[src/rtl/sorted_pair_sum_search_assert.svh]
// Assertion macros for the sorted pair sum search block.
// Expects i_clk and i_rst_n in the scope of use; no other dependencies.
`ifndef SORTED_PAIR_SUM_SEARCH_ASSERT_SVH
`define SORTED_PAIR_SUM_SEARCH_ASSERT_SVH

// antecedent implies consequent in the same cycle
`define SPS_ASSERT_IMP(lbl, ante, cons, msg) \
    lbl: assert property (@(posedge i_clk) disable iff (!i_rst_n) (ante) |-> (cons)) \
        else $error(msg);

// antecedent implies consequent in the next cycle
`define SPS_ASSERT_NXT(lbl, ante, cons, msg) \
    lbl: assert property (@(posedge i_clk) disable iff (!i_rst_n) (ante) |=> (cons)) \
        else $error(msg);

`endif

[src/rtl/ssps_pkg.sv]
// Shared types for the sorted pair sum search block.
// No dependencies.
`timescale 1ns / 1ps

package ssps_pkg;

    localparam int ELEM_W = 32;

    typedef logic signed [ELEM_W-1:0] t_elem;
    typedef logic signed [ELEM_W:0]   t_sum;

endpackage

[src/rtl/ssps_if.sv]
// Valid/ready channels of the sorted pair sum search block.
// Depends on ssps_pkg.
`timescale 1ns / 1ps

interface ssps_elem_if;
    import ssps_pkg::*;
    logic  valid;
    logic  ready;
    t_elem element_value;
    logic  last_element;
    modport source (output valid, output element_value, output last_element, input ready);
    modport sink   (input valid, input element_value, input last_element, output ready);
endinterface

interface ssps_res_if;
    logic valid;
    logic ready;
    logic pair_found;
    modport source (output valid, output pair_found, input ready);
    modport sink   (input valid, input pair_found, output ready);
endinterface

interface ssps_cfg_if;
    import ssps_pkg::*;
    logic  valid;
    logic  ready;
    t_elem target_sum;
    modport source (output valid, output target_sum, input ready);
    modport sink   (input valid, input target_sum, output ready);
endinterface

[src/rtl/sorted_pair_sum_search.sv]
// Sorted pair sum search. Elements arrive one word per cycle on i_elem while the
// block is idle and are written into a single RAM of MAX_ELEMS entries; words
// beyond MAX_ELEMS in a set are dropped, though a dropped last word still starts
// the search. On the last word the stored set of n elements is bubble sorted in
// place in n-1 passes, then a two-pointer search runs from both ends. Both phases
// are bound by the single read port of the RAM; a read of the entry written in
// the same cycle is served from a one-word forwarding register. One word reports
// pair_found; a set of fewer than two elements reports 0 straight away. Input is
// held off from the last word until the result is handed to the output register,
// which may still wait for o_res.ready while the next set loads. target_sum is
// written over i_cfg and resets to 0; the user must write it only while the
// block is idle, as the block itself does not enforce it.
// Depends on ssps_pkg, ssps_if, ssps_ram and sorted_pair_sum_search_assert.svh.
`timescale 1ns / 1ps

module sorted_pair_sum_search #(
    parameter int MAX_ELEMS = 64
) (
    input  logic        i_clk,
    input  logic        i_rst_n,
    ssps_elem_if.sink   i_elem,
    ssps_cfg_if.sink    i_cfg,
    ssps_res_if.source  o_res
);
    import ssps_pkg::*;

    `include "sorted_pair_sum_search_assert.svh"

    localparam int ADDR_W = (MAX_ELEMS > 1) ? $clog2(MAX_ELEMS) : 1;
    localparam int CNT_W  = $clog2(MAX_ELEMS + 1);

    typedef enum logic [2:0] {
        S_IDLE,     // loading words
        S_LOAD,     // first element of a sort pass arrives as carry
        S_CMP,      // compare carry with next lower entry, write back the larger
        S_WB,       // write pass minimum to its final place
        S_SR_LO0,   // search start: low value arrives, fetch high
        S_SR_FETCH, // one pointer value arrives
        S_SR_CMP,   // add, compare, step a pointer
        S_DONE      // hand result to output register
    } t_state;

    t_state              r_state;
    logic [CNT_W-1:0]    r_count;
    logic [CNT_W-1:0]    r_n;
    logic [ADDR_W-1:0]   r_pass;
    logic [ADDR_W-1:0]   r_pos;
    logic [ADDR_W-1:0]   r_lo;
    logic [ADDR_W-1:0]   r_hi;
    logic                r_fetch_hi;
    t_elem               r_carry;
    t_elem               r_vlo;
    t_elem               r_vhi;
    t_elem               r_target;
    logic                r_found;
    logic                r_out_valid;
    logic                r_out_found;
    logic                r_fwd_hit;
    t_elem               r_fwd_data;

    // RAM port
    logic                ram_we;
    logic [ADDR_W-1:0]   ram_waddr;
    logic [ELEM_W-1:0]   ram_wdata;
    logic [ADDR_W-1:0]   ram_raddr;
    logic [ELEM_W-1:0]   ram_rdata;
    t_elem               w_rd;

    logic                w_in_acc;
    logic                w_full;
    logic [CNT_W-1:0]    w_n_new;
    logic [ADDR_W-1:0]   w_pos_m1;
    logic                w_carry_lt;
    logic                w_more_pass;
    t_sum                w_sum;
    t_sum                w_tgt;
    logic                w_out_free;

    ssps_ram #(
        .WIDTH (ELEM_W),
        .DEPTH (MAX_ELEMS)
    ) u_store (
        .i_clk   (i_clk),
        .i_we    (ram_we),
        .i_waddr (ram_waddr),
        .i_wdata (ram_wdata),
        .i_raddr (ram_raddr),
        .o_rdata (ram_rdata)
    );

    // RAM is read-first: a same-entry write and read takes the written word
    assign w_rd        = r_fwd_hit ? r_fwd_data : t_elem'(ram_rdata);
    assign w_in_acc    = i_elem.valid && i_elem.ready;
    assign w_full      = (r_count == CNT_W'(MAX_ELEMS));
    assign w_n_new     = w_full ? r_count : (r_count + CNT_W'(1));
    assign w_pos_m1    = r_pos - ADDR_W'(1);
    assign w_carry_lt  = (r_carry < w_rd);
    assign w_more_pass = ((CNT_W'(r_pass) + CNT_W'(2)) < r_n);
    assign w_sum       = t_sum'(r_vlo) + t_sum'(r_vhi);
    assign w_tgt       = t_sum'(r_target);
    assign w_out_free  = !r_out_valid || o_res.ready;

    assign i_elem.ready    = (r_state == S_IDLE);
    assign i_cfg.ready     = 1'b1;
    assign o_res.valid     = r_out_valid;
    assign o_res.pair_found = r_out_found;

    // RAM control
    always_comb begin
        ram_we    = 1'b0;
        ram_waddr = r_pos;
        ram_wdata = r_carry;
        ram_raddr = r_pos;
        unique case (r_state)
            S_IDLE: begin
                ram_we    = w_in_acc && !w_full;
                ram_waddr = r_count[ADDR_W-1:0];
                ram_wdata = i_elem.element_value;
                // top entry of the set seeds the first sort pass
                ram_raddr = ADDR_W'(w_n_new - CNT_W'(1));
            end
            S_LOAD: begin
                ram_raddr = ADDR_W'(r_n - CNT_W'(2));
            end
            S_CMP: begin
                ram_we    = 1'b1;
                ram_waddr = r_pos;
                ram_wdata = w_carry_lt ? w_rd : r_carry;
                ram_raddr = w_pos_m1 - ADDR_W'(1);
            end
            S_WB: begin
                ram_we    = 1'b1;
                ram_waddr = r_pass;
                ram_wdata = r_carry;
                ram_raddr = w_more_pass ? ADDR_W'(r_n - CNT_W'(1)) : '0;
            end
            S_SR_LO0: begin
                ram_raddr = r_hi;
            end
            S_SR_CMP: begin
                ram_raddr = (w_sum > w_tgt) ? (r_hi - ADDR_W'(1)) : (r_lo + ADDR_W'(1));
            end
            S_SR_FETCH, S_DONE: begin
                ram_raddr = r_lo;
            end
            default: begin
                ram_raddr = r_lo;
            end
        endcase
    end

    always_ff @(posedge i_clk) begin
        if (!i_rst_n) begin
            r_state     <= S_IDLE;
            r_count     <= '0;
            r_out_valid <= 1'b0;
            r_target    <= '0;
            r_fwd_hit   <= 1'b0;
        end else begin
            r_fwd_hit  <= ram_we && (ram_waddr == ram_raddr);
            r_fwd_data <= t_elem'(ram_wdata);
            if (i_cfg.valid) begin
                r_target <= i_cfg.target_sum;
            end
            if ((r_state == S_DONE) && w_out_free) begin
                r_out_valid <= 1'b1;
            end else if (o_res.ready) begin
                r_out_valid <= 1'b0;
            end
            unique case (r_state)
                S_IDLE: begin
                    if (w_in_acc) begin
                        r_count <= i_elem.last_element ? '0 : w_n_new;
                        if (i_elem.last_element) begin
                            r_n     <= w_n_new;
                            r_pass  <= '0;
                            if (w_n_new < CNT_W'(2)) begin
                                r_found <= 1'b0;
                                r_state <= S_DONE;
                            end else begin
                                r_state <= S_LOAD;
                            end
                        end
                    end
                end
                S_LOAD: begin
                    r_carry <= w_rd;
                    r_pos   <= ADDR_W'(r_n - CNT_W'(1));
                    r_state <= S_CMP;
                end
                S_CMP: begin
                    // larger value stays at r_pos, smaller travels down
                    if (!w_carry_lt) begin
                        r_carry <= w_rd;
                    end
                    r_pos <= w_pos_m1;
                    if (w_pos_m1 <= r_pass) begin
                        r_state <= S_WB;
                    end
                end
                S_WB: begin
                    if (w_more_pass) begin
                        r_pass  <= r_pass + ADDR_W'(1);
                        r_state <= S_LOAD;
                    end else begin
                        r_lo    <= '0;
                        r_hi    <= ADDR_W'(r_n - CNT_W'(1));
                        r_state <= S_SR_LO0;
                    end
                end
                S_SR_LO0: begin
                    r_vlo      <= w_rd;
                    r_fetch_hi <= 1'b1;
                    r_state    <= S_SR_FETCH;
                end
                S_SR_FETCH: begin
                    if (r_fetch_hi) begin
                        r_vhi <= w_rd;
                    end else begin
                        r_vlo <= w_rd;
                    end
                    r_state <= S_SR_CMP;
                end
                S_SR_CMP: begin
                    if (!(r_lo < r_hi)) begin
                        r_found <= 1'b0;
                        r_state <= S_DONE;
                    end else if (w_sum == w_tgt) begin
                        r_found <= 1'b1;
                        r_state <= S_DONE;
                    end else if (w_sum > w_tgt) begin
                        r_hi       <= r_hi - ADDR_W'(1);
                        r_fetch_hi <= 1'b1;
                        r_state    <= S_SR_FETCH;
                    end else begin
                        r_lo       <= r_lo + ADDR_W'(1);
                        r_fetch_hi <= 1'b0;
                        r_state    <= S_SR_FETCH;
                    end
                end
                S_DONE: begin
                    if (w_out_free) begin
                        r_out_found <= r_found;
                        r_state     <= S_IDLE;
                    end
                end
                default: begin
                    r_state <= S_IDLE;
                end
            endcase
        end
    end

    `SPS_ASSERT_IMP(a_count_bound, 1'b1, r_count <= CNT_W'(MAX_ELEMS), "element count over capacity")
    `SPS_ASSERT_NXT(a_set_restart, w_in_acc && i_elem.last_element, r_count == '0, "count not cleared after last word")
    `SPS_ASSERT_IMP(a_cmp_order, r_state == S_CMP, r_pos > r_pass, "sort position not above pass")
    `SPS_ASSERT_IMP(a_out_from_done, $rose(r_out_valid), $past(r_state == S_DONE), "result raised outside done")
    `SPS_ASSERT_IMP(a_ptr_range, r_state == S_SR_CMP, (CNT_W'(r_hi) < r_n) && (r_lo <= r_hi), "search pointers out of range")

endmodule

[src/rtl/ssps_ram.sv]
// Generic single write, single read RAM with registered read data.
// No dependencies.
`timescale 1ns / 1ps

module ssps_ram #(
    parameter int WIDTH = 32,
    parameter int DEPTH = 64
) (
    input  logic                     i_clk,
    input  logic                     i_we,
    input  logic [$clog2(DEPTH)-1:0] i_waddr,
    input  logic [WIDTH-1:0]         i_wdata,
    input  logic [$clog2(DEPTH)-1:0] i_raddr,
    output logic [WIDTH-1:0]         o_rdata
);

    logic [WIDTH-1:0] r_mem [DEPTH];
    logic [WIDTH-1:0] r_rdata;

    // read-first on a same-address collision
    always_ff @(posedge i_clk) begin
        if (i_we) begin
            r_mem[i_waddr] <= i_wdata;
        end
        r_rdata <= r_mem[i_raddr];
    end

    assign o_rdata = r_rdata;

endmodule

[src/flat_wrapper.sv]
// flat-port wrapper written by rule: the top's interface ports become plain ports
module sorted_pair_sum_search_flat import ssps_pkg::*;
#(
    parameter int MAX_ELEMS = 64
)
  (i_clk, i_rst_n, i_elem_valid, i_elem_element_value, i_elem_last_element, i_elem_ready, i_cfg_valid, i_cfg_target_sum, i_cfg_ready, o_res_valid, o_res_pair_found, o_res_ready);
  ssps_elem_if i_elem_i ();
  ssps_cfg_if i_cfg_i ();
  ssps_res_if o_res_i ();
  input  logic i_clk;
  input  logic i_rst_n;
  input wire logic [$bits(i_elem_i.valid)-1:0] i_elem_valid;
  input wire logic [$bits(i_elem_i.element_value)-1:0] i_elem_element_value;
  input wire logic [$bits(i_elem_i.last_element)-1:0] i_elem_last_element;
  output wire logic [$bits(i_elem_i.ready)-1:0] i_elem_ready;
  input wire logic [$bits(i_cfg_i.valid)-1:0] i_cfg_valid;
  input wire logic [$bits(i_cfg_i.target_sum)-1:0] i_cfg_target_sum;
  output wire logic [$bits(i_cfg_i.ready)-1:0] i_cfg_ready;
  output wire logic [$bits(o_res_i.valid)-1:0] o_res_valid;
  output wire logic [$bits(o_res_i.pair_found)-1:0] o_res_pair_found;
  input wire logic [$bits(o_res_i.ready)-1:0] o_res_ready;
  assign i_elem_i.valid = i_elem_valid;
  assign i_elem_i.element_value = i_elem_element_value;
  assign i_elem_i.last_element = i_elem_last_element;
  assign i_elem_ready = i_elem_i.ready;
  assign i_cfg_i.valid = i_cfg_valid;
  assign i_cfg_i.target_sum = i_cfg_target_sum;
  assign i_cfg_ready = i_cfg_i.ready;
  assign o_res_valid = o_res_i.valid;
  assign o_res_pair_found = o_res_i.pair_found;
  assign o_res_i.ready = o_res_ready;
  sorted_pair_sum_search #(.MAX_ELEMS(MAX_ELEMS)) u_core (.i_clk(i_clk), .i_rst_n(i_rst_n), .i_elem(i_elem_i), .i_cfg(i_cfg_i), .o_res(o_res_i));
endmodule
[config.mk]
export PLATFORM = sky130hd
export DESIGN_NAME = sorted_pair_sum_search_flat
export DESIGN_NICKNAME = d
export VERILOG_FILES = /design/src/rtl/ssps_pkg.sv /design/src/rtl/ssps_if.sv /design/src/rtl/sorted_pair_sum_search.sv /design/src/rtl/ssps_ram.sv /design/src/flat_wrapper.sv
export VERILOG_INCLUDE_DIRS = /design/src /design/src/rtl
export SDC_FILE = /design/constraint.sdc
export NUM_CORES = 2
export LEC_CHECK = 0
export ABC_AREA = 1
export ABC_CLOCK_PERIOD_IN_PS = 8820
export BUFFER_PORTS_ARGS = -buffer_cell sky130_fd_sc_hd__buf_2
export CORE_MARGIN = 5
export CORE_UTILIZATION = 50
export DETAILED_ROUTE_END_ITERATION = 8
export PLACE_DENSITY_LB_ADDON = 0.2
export SLEW_MARGIN = 15
export SYNTH_ARGS = -nofsm -noshare
export SYNTH_HDL_FRONTEND = slang
export SYNTH_SLANG_ARGS = --single-unit
[constraint.sdc]
create_clock -name i_clk -period 8.82 [get_ports i_clk]
set_clock_uncertainty 0.2 [all_clocks]
set_input_delay 0 -clock i_clk [delete_from_list [all_inputs] [get_ports i_clk]]
set_output_delay 0 -clock i_clk [all_outputs]
set_load 0.05 [all_outputs]
==> summary.txt <==
Clock network
  – Worst-Skew Late Latency: slightly below 0.9 ns
  – CTS Buf Count: between 200 and 250
  – CTS Sinks: between 2000 and 2500
  – Clk slew on worst S/H paths: 0.07 ns
  – Max H-tree Level: 4
  – CTS tree: yes
  – Post-CTS Resized: 0
  – Worst-case clock buffer depth: 3
  – CTS root buf: clkbuf_16

Routing
  – DR WL/cell: 24.8 um
  – Drt total wl: between 300 and 400 mm
  – Routed via count: between 70000 and 80000
  – Drt first pass iters: 9
  – DR iter-0 viols: about 9000
  – Drt drc: 0
  – Vias per inst: 5.85
  – Post-route ant nets: 0

Synthesis
  – Warnings from Yosys: 0
  – Syn Std Cell Area: between 100000 and 150000 um^2
  – Post-synth EDFFs: between 2000 and 2500
  – Number of distinct library cells after synthesis: 54
  – Mapped Avg Cell Area: ~11 um^2
  – Synthesized instance count: 9626
  – Post-synthesis register bit count: approximately 2300
  – Ys async rst share: 0
  – Sequential-to-total area share from yosys stat: 0.656
  – Net count of the mapped netlist: just under 10000
  – Synth Flop Type: edfxtp_1

Cells and area
  – Filler instances: approximately 17000
  – Flip-flop and latch area: slightly below 70000 um^2
  – Multi-input gate area: 27900 um^2
  – Layout Cells excl Fill: about 13000
  – Share of cells above drive strength 1: 0.0700
  – Synthesis-to-finish area growth: 12.1%
  – Final std cell area, no fill: around 120000 um^2
  – Nets: about 10000

Global routing
  – Largest net degree at the start of global routing: about 190
  – Overflow after GRT: 0
  – GR Util All Layers: 0.284
  – First-pass GRT wire length: between 400 and 500 mm
  – Vias in the first global route: 70222
  – Grt peak-use layer: met2
  – Met2 Track Usage GR: 0.454
  – Met3 usage: 0.0568
  – Initial antenna violation count: 16
  – GR Layer Usage met1: 0.384

Floorplanning
  – Die H: 465 um
  – Die X-Extent: around 470 um
  – Core Footprint: just over 200000 um^2
  – Starting Density: 0.501
  – FP Rows: ~170
  – Ports: between 70 and 80
  – Die area: around 220000 um^2

Run status
  – Status: complete, no violations

Worst setup path
  – CP arrival: between 8 and 9 ns
  – Crit path max fanout: ~130
  – Critical path class: flop to flop
  – Worst setup SP type: flop
  – CP required: between 9 and 10 ns
  – Worst Setup SP: u_core.r_vhi[0]$_DFFE_PP_
  – Slowest cell delay on critical path: 0.53 ns
  – Launching point of the worst reg2reg path: u_core.r_vhi[0]$_DFFE_PP_
  – R2r worst-path depth: 34
  – Worst Setup End Kind: flop
  – Critical path's slowest cell: nor4_1

STA
  – Final hold violations: 0
  – Worst Max-Slew Pin Slew: 1.23 ns
  – Crit path time final: just over 8 ns
  – Max Slew Vio Count: 0
  – Final period utilization: 0.929
  – Peak Freq: 0.122 GHz
  – Setup tns final: 0 ns
  – Relative slew slack: 0.179
  – Setup slack after layout: 0.626 ns
  – RSZ-0062 raised after global routing: false
  – Setup violators final: 0

Placed design
  – Routability Congestion: about 0.92
  – Placed inst area: roughly 110000 um^2
  – IO Port Bufs: just over 70
  – Pre-CTS setup slack: between 0.8 and 0.9 ns
  – Placed insts: ~12000
  – Post-DP HPWL: 168 mm

Run
  – Max_cap viols: 0

Hold path
  – Hold_sp: i_elem_valid
  – Worst hold path class: primary input to flop
  – Worst hold stages: 7
cells in the mapped netlist (6+ instances only):
cell type	count	area, um^2
buf_2	324	1620
clkbuf_1	191	717
o22ai_1	7	43.8
ha_1	124	1550
a211oi_1	8	60.1
nand2_1	1617	6070
nand3_1	2226	11100
nand3b_1	705	5290
o21ai_0	100	500
inv_1	1476	5540
buf_4	17	128
nor4_1	6	37.5
o211ai_1	33	248
xor2_1	43	377
o21ai_1	6	30.0
nor2_1	159	597
buf_1	53	199
a21oi_1	126	631
inv_2	6	22.5
dfxtp_1	76	1520
xnor2_1	12	105
edfxtp_1	2210	66400
nor3_1	20	100
o21bai_1	6	45.0
nand4_1	11	68.8
per-stage QoR:
stage,utilization,hold slack [ns]
finish,0.562,0.114
global route,0.562,0.145
CTS,0.562,0.0330
detailed placement,0.519,0.0366
global placement,0.519,0.0282
floorplan,-,-0.0875
cell usage in the layout, fill, tap and decap left out, types with 7 or more instances in the layout:
cell	instances
nand3_1	2225
edfxtp_1	2210
nand2_1	1613
inv_1	1473
nand3b_1	705
clkbuf_16	231
dlygate4sd3_1	172
buf_4	163
a21oi_1	126
ha_1	124
o21ai_0	100
nor2_1	96
dfxtp_1	75
buf_2	72
nor2_4	65
clkbuf_1	59
clkinv_1	51
clkinv_2	49
xor2_1	43
buf_12	39
o211ai_1	33
nor3_1	17
bufinv_16	15
xnor2_1	12
nand4_1	11
a211oi_1	8
o22ai_1	7
clkinv_8	7
sequential cells by signal, summed over array words and instances (netlist names), 3 cells and up:
| signal | cells |
|---|---|
| u_core.r_target | 32 |
| u_core.r_pos | 6 |
| u_core.r_count | 7 |
| u_core.r_lo | 6 |
| u_core.r_n | 7 |
| u_core.u_store.r_mem | 2048 |
| u_core.r_hi | 6 |
| u_core.r_state | 3 |
| u_core.r_vhi | 32 |
| u_core.u_store.o_rdata | 32 |
| u_core.r_carry | 32 |
| u_core.r_vlo | 32 |
| u_core.r_pass | 6 |
| u_core.r_fwd_data | 32 |
what timing repair did:
item / in CTS / in global routing
buffers inserted: 0 / 0
hold buffers: 172 / 0
endpoints found under the hold margin: 2109 / 0
endpoints found under the setup margin: 0 / 0
logic make-up after synthesis:
kind of cell,count (synthesis),share of synthesized area
buffers and inverters,2075,0.0800
flip-flops,2286,0.656
XOR/XNOR,55,0.00465
other,1,0.0000362
AND/OR/NAND/NOR,4761,0.227
AO/OA/AOI/OAI,323,0.0180
adder cells (fa/ha/maj),125,0.0152
critical path: cells and delay by family, from the launching register on:
kind	cells	cell delay (ns)
simple gates	20	3.53
compound gates	6	1.38
flops	1	0.34
fa+ha+maj	3	0.90
xor+xnor	1	0.12
buf+inv	4	1.48
per-layer routing:
metal  part of all wire  wire length, um  up-vias
li1                   -                -    33092
met1               0.39           123000    36172
met2               0.46           145000     3799
met3               0.10            31400      744
met4              0.043            13400       12
met5            0.00026               81        -
cell type report:
class                      count  area share
antenna                        3   0.0000647
sequential                  2286       0.585
tap                         2704      0.0291
multi-input combinational   5265       0.241
inverter                    1486      0.0483
clock buffer                 294      0.0522
clock inverter               129     0.00974
timing repair buffer         446      0.0352
final timing paths:
kind / end / slack, ns
setup reg to reg: u_core.u_store.o_rdata[0]$_DFF_P_ / 0.63
hold reg to reg: u_core.o_res.pair_found$_DFFE_PP_ / 0.23
hold / removal: u_core.r_count[6]$_SDFFE_PN0P_ / 0.11
setup / recovery: u_core.u_store.o_rdata[0]$_DFF_P_ / 0.63
Power is not shown: default switching activity piles up to over one toggle a cycle in this logic, so the estimate is an artifact.
